$ cat config.mk
export PLATFORM = sky130hd
export DESIGN_NAME = dpd_ctrl
export DESIGN_NICKNAME = d
export VERILOG_FILES = /design/src/design/dpd_pkg.sv /design/src/design/dpd_ctrl.sv
export SDC_FILE = /design/constraint.sdc
export NUM_CORES = 1
export LEC_CHECK = 0
export BUFFER_PORTS_ARGS = -buffer_cell sky130_fd_sc_hd__buf_2
export CORE_UTILIZATION = 40
export DETAILED_ROUTE_END_ITERATION = 10
export PLACE_DENSITY = 0.65
export SETUP_SLACK_MARGIN = 0.02
export SYNTH_ARGS = -nofsm -noshare
export SYNTH_HDL_FRONTEND = slang
export SYNTH_SLANG_ARGS = --single-unit
$ cat constraint.sdc
create_clock -name clk -period 1.6 [get_ports clk]
set_input_delay 0.48 -clock clk [delete_from_list [all_inputs] [get_ports clk]]
set_output_delay 0.48 -clock clk [all_outputs]
set_load 0.01 [all_outputs]
$ cat src/design/dpd_pkg.sv
`default_nettype none

package dpd_pkg;

  // frame geometry
  localparam int FRAME_WIDTH  = 640;
  localparam int FRAME_HEIGHT = 480;
  localparam int FRAME_DEPTH  = FRAME_WIDTH * FRAME_HEIGHT;
  localparam int ADDR_W       = $clog2(FRAME_DEPTH);

  // field widths
  localparam int COL_W    = 10;
  localparam int ROW_W    = 9;
  localparam int DEPTH_W  = 16;
  localparam int CFG_W    = 16;
  localparam int WIN_W    = 8;
  localparam int CIDX_W   = 3;
  localparam int STAT_W   = 2;
  localparam int COORD_W  = 32;
  localparam int IN_TDATA_W  = 40;
  localparam int OUT_TDATA_W = 96;

  // signed search column, wide enough for col plus or minus a full window
  localparam int SCOL_W = COL_W + 2;

  // iterative divider
  localparam int DIV_STEPS = COORD_W;
  localparam int DIVC_W    = $clog2(DIV_STEPS);

  // register indexes
  localparam logic [CIDX_W-1:0] REG_FOCAL_X  = 3'd0;
  localparam logic [CIDX_W-1:0] REG_FOCAL_Y  = 3'd1;
  localparam logic [CIDX_W-1:0] REG_CENTER_X = 3'd2;
  localparam logic [CIDX_W-1:0] REG_CENTER_Y = 3'd3;
  localparam logic [CIDX_W-1:0] REG_WINDOW   = 3'd4;

  // register reset values
  localparam logic [CFG_W-1:0] RST_FOCAL_X  = 16'd9600;
  localparam logic [CFG_W-1:0] RST_FOCAL_Y  = 16'd9600;
  localparam logic [CFG_W-1:0] RST_CENTER_X = 16'd5120;
  localparam logic [CFG_W-1:0] RST_CENTER_Y = 16'd3840;
  localparam logic [WIN_W-1:0] RST_WINDOW   = 8'd20;

  // commands
  localparam logic CMD_WRITE = 1'b0;
  localparam logic CMD_QUERY = 1'b1;

  // result status codes
  localparam logic [STAT_W-1:0] STATUS_FOUND    = 2'd0;
  localparam logic [STAT_W-1:0] STATUS_NO_DEPTH = 2'd1;
  localparam logic [STAT_W-1:0] STATUS_OUT      = 2'd2;

  // controller to datapath
  typedef struct packed {
    logic              clear;
    logic              wr_en;
    logic              cap_query;
    logic              set_status;
    logic [STAT_W-1:0] status_code;
    logic              issue;
    logic              capture_hit;
    logic              div_load;
    logic              axis;
    logic              div_step;
    logic              store_x;
    logic              store_y;
    logic              load_out;
  } dpd_cmd_t;

  // datapath to controller
  typedef struct packed {
    logic clr_last;
    logic in_frame;
    logic win_zero;
    logic issue_last;
    logic hit;
  } dpd_sts_t;

endpackage

`default_nettype wire

$ cat src/design/dpd_ctrl.sv
`default_nettype none

module dpd_ctrl (
  input  wire logic              clk,
  input  wire logic              rst_n,
  input  wire logic              in_tvalid,
  input  wire logic              in_tuser,
  input  wire logic              out_tready,
  input  wire dpd_pkg::dpd_sts_t sts,
  output dpd_pkg::dpd_cmd_t      cmd,
  output logic                   in_tready,
  output logic                   out_tvalid
);

  localparam logic [3:0] S_CLEAR  = 4'd0;
  localparam logic [3:0] S_IDLE   = 4'd1;
  localparam logic [3:0] S_SEARCH = 4'd2;
  localparam logic [3:0] S_DRAIN  = 4'd3;
  localparam logic [3:0] S_MULX   = 4'd4;
  localparam logic [3:0] S_DIVX   = 4'd5;
  localparam logic [3:0] S_MULY   = 4'd6;
  localparam logic [3:0] S_DIVY   = 4'd7;
  localparam logic [3:0] S_SATY   = 4'd8;
  localparam logic [3:0] S_DONE   = 4'd9;

  logic [3:0]                 state_r, state_nxt;
  logic [dpd_pkg::DIVC_W-1:0] divc_r, divc_nxt;
  logic                       outv_r, outv_nxt;
  logic                       accept;
  logic                       div_last;

  assign in_tready  = (state_r == S_IDLE);
  assign out_tvalid = outv_r;
  assign accept     = in_tvalid && in_tready;
  assign div_last   = (divc_r == dpd_pkg::DIVC_W'(dpd_pkg::DIV_STEPS - 1));

  always_comb begin
    state_nxt = state_r;
    divc_nxt  = divc_r;
    cmd       = '0;
    case (state_r)
      S_CLEAR: begin
        cmd.clear = 1'b1;
        if (sts.clr_last) begin
          state_nxt = S_IDLE;
        end
      end
      S_IDLE: begin
        if (accept) begin
          if (in_tuser == dpd_pkg::CMD_WRITE) begin
            cmd.wr_en = 1'b1;
          end else begin
            cmd.cap_query = 1'b1;
            if (!sts.in_frame) begin
              cmd.set_status  = 1'b1;
              cmd.status_code = dpd_pkg::STATUS_OUT;
              state_nxt       = S_DONE;
            end else if (sts.win_zero) begin
              cmd.set_status  = 1'b1;
              cmd.status_code = dpd_pkg::STATUS_NO_DEPTH;
              state_nxt       = S_DONE;
            end else begin
              state_nxt = S_SEARCH;
            end
          end
        end
      end
      S_SEARCH: begin
        cmd.issue = 1'b1;
        if (sts.hit) begin
          cmd.capture_hit = 1'b1;
          state_nxt       = S_MULX;
        end else if (sts.issue_last) begin
          state_nxt = S_DRAIN;
        end
      end
      S_DRAIN: begin
        if (sts.hit) begin
          cmd.capture_hit = 1'b1;
          state_nxt       = S_MULX;
        end else begin
          cmd.set_status  = 1'b1;
          cmd.status_code = dpd_pkg::STATUS_NO_DEPTH;
          state_nxt       = S_DONE;
        end
      end
      S_MULX: begin
        cmd.div_load = 1'b1;
        cmd.axis     = 1'b0;
        divc_nxt     = '0;
        state_nxt    = S_DIVX;
      end
      S_DIVX: begin
        cmd.div_step = 1'b1;
        divc_nxt     = divc_r + 1'b1;
        if (div_last) begin
          state_nxt = S_MULY;
        end
      end
      S_MULY: begin
        // x quotient is read out while the y product loads
        cmd.store_x  = 1'b1;
        cmd.div_load = 1'b1;
        cmd.axis     = 1'b1;
        divc_nxt     = '0;
        state_nxt    = S_DIVY;
      end
      S_DIVY: begin
        cmd.div_step = 1'b1;
        divc_nxt     = divc_r + 1'b1;
        if (div_last) begin
          state_nxt = S_SATY;
        end
      end
      S_SATY: begin
        cmd.store_y = 1'b1;
        state_nxt   = S_DONE;
      end
      S_DONE: begin
        if (!outv_r || out_tready) begin
          cmd.load_out = 1'b1;
          state_nxt    = S_IDLE;
        end
      end
      default: begin
        state_nxt = S_IDLE;
      end
    endcase
  end

  always_comb begin
    if (cmd.load_out) begin
      outv_nxt = 1'b1;
    end else if (out_tready) begin
      outv_nxt = 1'b0;
    end else begin
      outv_nxt = outv_r;
    end
  end

  always_ff @(posedge clk) begin
    if (!rst_n) begin
      state_r <= S_CLEAR;
      divc_r  <= '0;
      outv_r  <= 1'b0;
    end else begin
      state_r <= state_nxt;
      divc_r  <= divc_nxt;
      outv_r  <= outv_nxt;
    end
  end

endmodule

`default_nettype wire

# [Word-level counts from Yosys, hierarchy flattened]
# Index checks and enable logic that the tools add are counted.
[totals] out_inout_bits=16 ff_bits=10 elab_cells=64 input_bits=10
[classes] add_sub_neg=1 eq_ne=17 n_mux=33 reduce_logical=10
[ops] op="$mux W4" n=12
[ops] op="$pmux W4 S10" n=1
[ops] op="$eq A4 B3 Y1 const B" n=4
[ops] op="$mux W1" n=12
[ops] op="$ne A2 B2 Y1 const B" n=5
[ops] op="$pmux W5 S2" n=1
[ops] op="$mux W3" n=3
[ops] op="$eq A4 B2 Y1 const B" n=2
[ops] op="$eq A4 B4 Y1 const B" n=2
[ops] op="$reduce_and A7 Y1" n=1
[ops] op="$pmux W3 S2" n=1
[ops] op="$reduce_or A2 Y1" n=3
[ops] op="$add A5 B1 Y5 const B" n=1
[ops] op="$eq A5 B5 Y1 const B" n=1
[ops] op="$mux W5" n=1
[ops] op="$eq A4 B1 Y1 const B" n=1
[ops] op="$logic_not A4 Y1" n=1
[ops] op="$pmux W2 S2" n=1
[ops] op="$reduce_bool A2 Y1" n=2
[ops] op="$ne A3 B3 Y1 const B" n=1
[ops] op="$mux W2" n=1
[ops] op="$ne A2 B1 Y1 const B" n=1
[ops] op="$logic_and A1 B1 Y1" n=1
[ops] op="$logic_not A1 Y1" n=1
[ops] op="$logic_or A1 B1 Y1" n=1

# [Logic depth before layout (Yosys ltp)]
[logic_depth] ltp_word=5 depth_mapped=6 mapped_depth_nobuf=6

# [Least setup slack after synthesis]
# Ideal clock, no wire load.
[synth_path] path_kind="register to output" start="register state_r[3]" end="output port cmd[10] (netlist name)" slack_ns=-0.198 path_buffers=1 stages_incl_launch_ff=5 required_ns=1.120 t_arrival_ns=1.318 cell_sequence="dfxtp_1 -> buf_2 -> nor4b_4 -> nand3_1 -> o21ai_0"
[synth_lines] item="start: declaration" line_no="dpd_ctrl.sv:26" source="logic [3:0] state_r, state_nxt;"
[synth_lines] item="start signal: assignment" line_no="dpd_ctrl.sv:147" source="state_r <= state_nxt;"
[synth_lines] item="end: declaration" line_no="dpd_ctrl.sv:10" source="output dpd_pkg::dpd_cmd_t cmd,"

==> flow_summary.yaml <==
global_route:
  grt_usage: 0.224
  grt_max_degree: 11
  grt_pass1_wl_mm: 3.31
  overflow: 0
  grt_pass1_vias: 769
  antenna_found_initial: 0
power_and_ir_drop:
  power.leakage_nw: 0.602
  power_uw: 795
  power_density_nw_per_um2: 617
  ir_drop_mv: 0.609
route:
  ant_nets: 0
  routed_wirelength_mm: 2.53
  post_drt_wl_per_cell_um: 14.2
  drt_iter0_drc: 45
  vias: 950
  avgViaCountPerCell: 5.34
  firstDrtPassIters: 4
  drc: 0
logic_synthesis:
  synth_top_family_by_area: "simple AND/OR/NAND/NOR gates"
  synthMuxAreaShare: 0
  netlist.top_cell.by_area: "dfxtp_1"
  synth_xor_area_frac: 0
  synth_cell_types: 36
  syn_inst: 99
  synth_compound_area_frac: 0.252
  synth_top_area_share: 0.274
  ys_top_cells_by_area: "dfxtp_1 27%, nor2_1 6.7%, a21oi_1 5.5%, nand3_1 4.1%, nand2_1 4.1%"
  ys_seq_area_frac: 0.274
  syn_area_um2: 731
  synthSimpleGateAreaFrac: 0.346
  syn_area_per_cell_um2: 7.38
  yosysWarnings: 0
  synth_seq_cells: 10
  synth_nets: 111
  synthAdderAreaFrac: 0.0342
clock_network:
  cts_buffers: 3
  cts_tree: "built"
  clk-insertion-delay-late_ns: 0.27
  cts-hold-fix-buffers: 0
  clockBufferDepth: 2
  cts.clk_slew.worst_paths_ns: 0.07
  cts.sinks: 10
  h-tree-depth: 1
  cts_root_buf: "clkbuf_4"
cells_and_area:
  diodes: 0
  final_area_um2: 1290
  final_cell_mix: "27 x buf_4, 25 x buf_2, 11 x nor2_1, 8 x nand2_1"
  mostFrequentLayoutCell: "buf_4"
  final_util: 0.746
  num-nets-final: 166
  areaGrowthSynthToFinish_pct: 76.4
  ff_latch_area_um2: 210
  multiInputGateArea_um2: 599
  drive_gt1_frac: 0.588
  fill_cells: 117
  instances_no_fill: 178
timing:
  hold_viol: 0
  rsz0062_at_grt: "yes"
  setup_tns_ns: -2.42
  worst_pin_slew_ns: 0.300
  fin_worst_skew_ns: 0.00772
  period_share: 1.16
  max_slew_margin: 0.799
  setup_viol: 15
  final_max_slew_viol_count: 0
  fin_crit_ns: 1.85
  worst_slack_ns: -0.251
  fmax_mhz: 540
floorplanning:
  io_pins: 26
  dieWidth_um: 44.7
  rows: 15
  fp.dieArea_um2: 2000
  start_util: 0.423
  fp.dieH_um: 44.7
  core-area_um2: 1730
placed_design:
  place_area_um2: 1020
  dp_hpwl_mm: 1.52
  io_buffers: 25
  gp_congestion: 0.868
  place_inst: 164
setup_path:
  path_cells: "nor4b_4 > nand3_2 > o21ai_2 > buf_2"
  cp.arrival_ns: 1.37
  slowest_delay_ns: 0.35
  required_ns: 1.12
  cp-start-kind: "flop"
  cp-end-kind: "output pin"
  path_class: "flop to output pin"
  path_max_fanout: 4
  critPathSlowestCell: "dfxtp_2"
worst_hold_path:
  hp-class: "input port to flop"
job:
  max_cap_viol_count: 0
outcome:
  violations: "setup timing"
  status: "finished, violations left"
## path summary, 6_finish.rpt
kind                                               from                      end  slack (ns)  depth (start not counted)
worst max-delay path            state_r[3]$_SDFFE_PN0P_                  cmd[10]       -0.25                          4
worst min-delay path                              rst_n  state_r[0]$_SDFFE_PN0P_        0.46                          3
worst max register to register  state_r[1]$_SDFFE_PN0P_  state_r[3]$_SDFFE_PN0P_        0.06                          6
worst min register to register   divc_r[1]$_SDFFE_PN0P_   divc_r[1]$_SDFFE_PN0P_        0.47                          2
## power breakdown
part           leakage, nW  internal, mW  switching (mW)
Combinational        0.497         0.152           0.145
Clock               0.0210         0.138          0.0960
Sequential          0.0840         0.255         0.00877
Total                0.602         0.545           0.249
## cell type report
cell class	count	share of cell area
repair buffers	56	0.299
multi-input cells	76	0.465
well taps	25	0.0243
clock buffers	4	0.0282
flip-flops and latches	10	0.163
inverters	7	0.0204
## cell usage after synthesis, drive strengths merged
| cell type | instances |
|---|---|
| a211oi | 1 |
| o2111ai | 1 |
| nor3 | 5 |
| nor2b | 4 |
| a21o | 1 |
| and3 | 2 |
| nand3 | 6 |
| or2 | 1 |
| o21ai | 6 |
| nor4 | 1 |
| nand3b | 1 |
| ha | 2 |
| o22ai | 2 |
| dfxtp | 10 |
| o21a | 1 |
| nand2 | 8 |
| o21bai | 1 |
| o31ai | 1 |
| buf | 5 |
| a221oi | 1 |
| a41o | 1 |
| clkinv | 1 |
| nor4b | 1 |
| nand2b | 3 |
| a21oi | 8 |
| nor2 | 13 |
| nor3b | 1 |
| clkbuf | 1 |
| a22oi | 2 |
| or3 | 1 |
| a2bb2oi | 1 |
| inv | 6 |
## cells by family (layout without fill, tap and decap cells)
logic type | count (synthesis) | in the layout
simple gates | 47 | 47
compound gates | 27 | 27
flops | 10 | 10
buf+inv | 13 | 67
fa+ha+maj | 2 | 2
## flip-flops by register name (all words and copies together), names as in the netlist
| signal | count |
|---|---|
| divc_r | 5 |
| state_r | 4 |
| out_tvalid | 1 |
## worst max-delay path: cells and delay by family (launching register included)
kind	cells	cell delay [ns]
simple gates	2	0.48
buf+inv	1	0.13
flops	1	0.35
compound gates	1	0.15
## stage by stage
stage / setup slack (ns) / hold slack, ns
6_report: -0.251 / 0.464
2_1_floorplan: -0.0328 / 0.436
4_1_cts: -0.250 / 0.443
3_3_place_gp: -0.0572 / 0.446
3_5_place_dp: -0.0595 / 0.459
5_1_grt: -0.329 / 0.473
## routing by layer
metal	GRT usage	vias to the layer above	wire length, um
li1	-	458	-
met1	0.281	437	997
met2	0.394	45	1310
met3	0.0520	10	185
met4	0.0364	0	40
met5	0	-	0
## timing repair
action / 4_1_cts / 5_1_grt
resized for setup: 11 / 20
setup buffers: 3 / 7
pin swaps: 4 / 7
setup endpoints to repair: 16 / 18
Power figures use the tool's default switching activity.
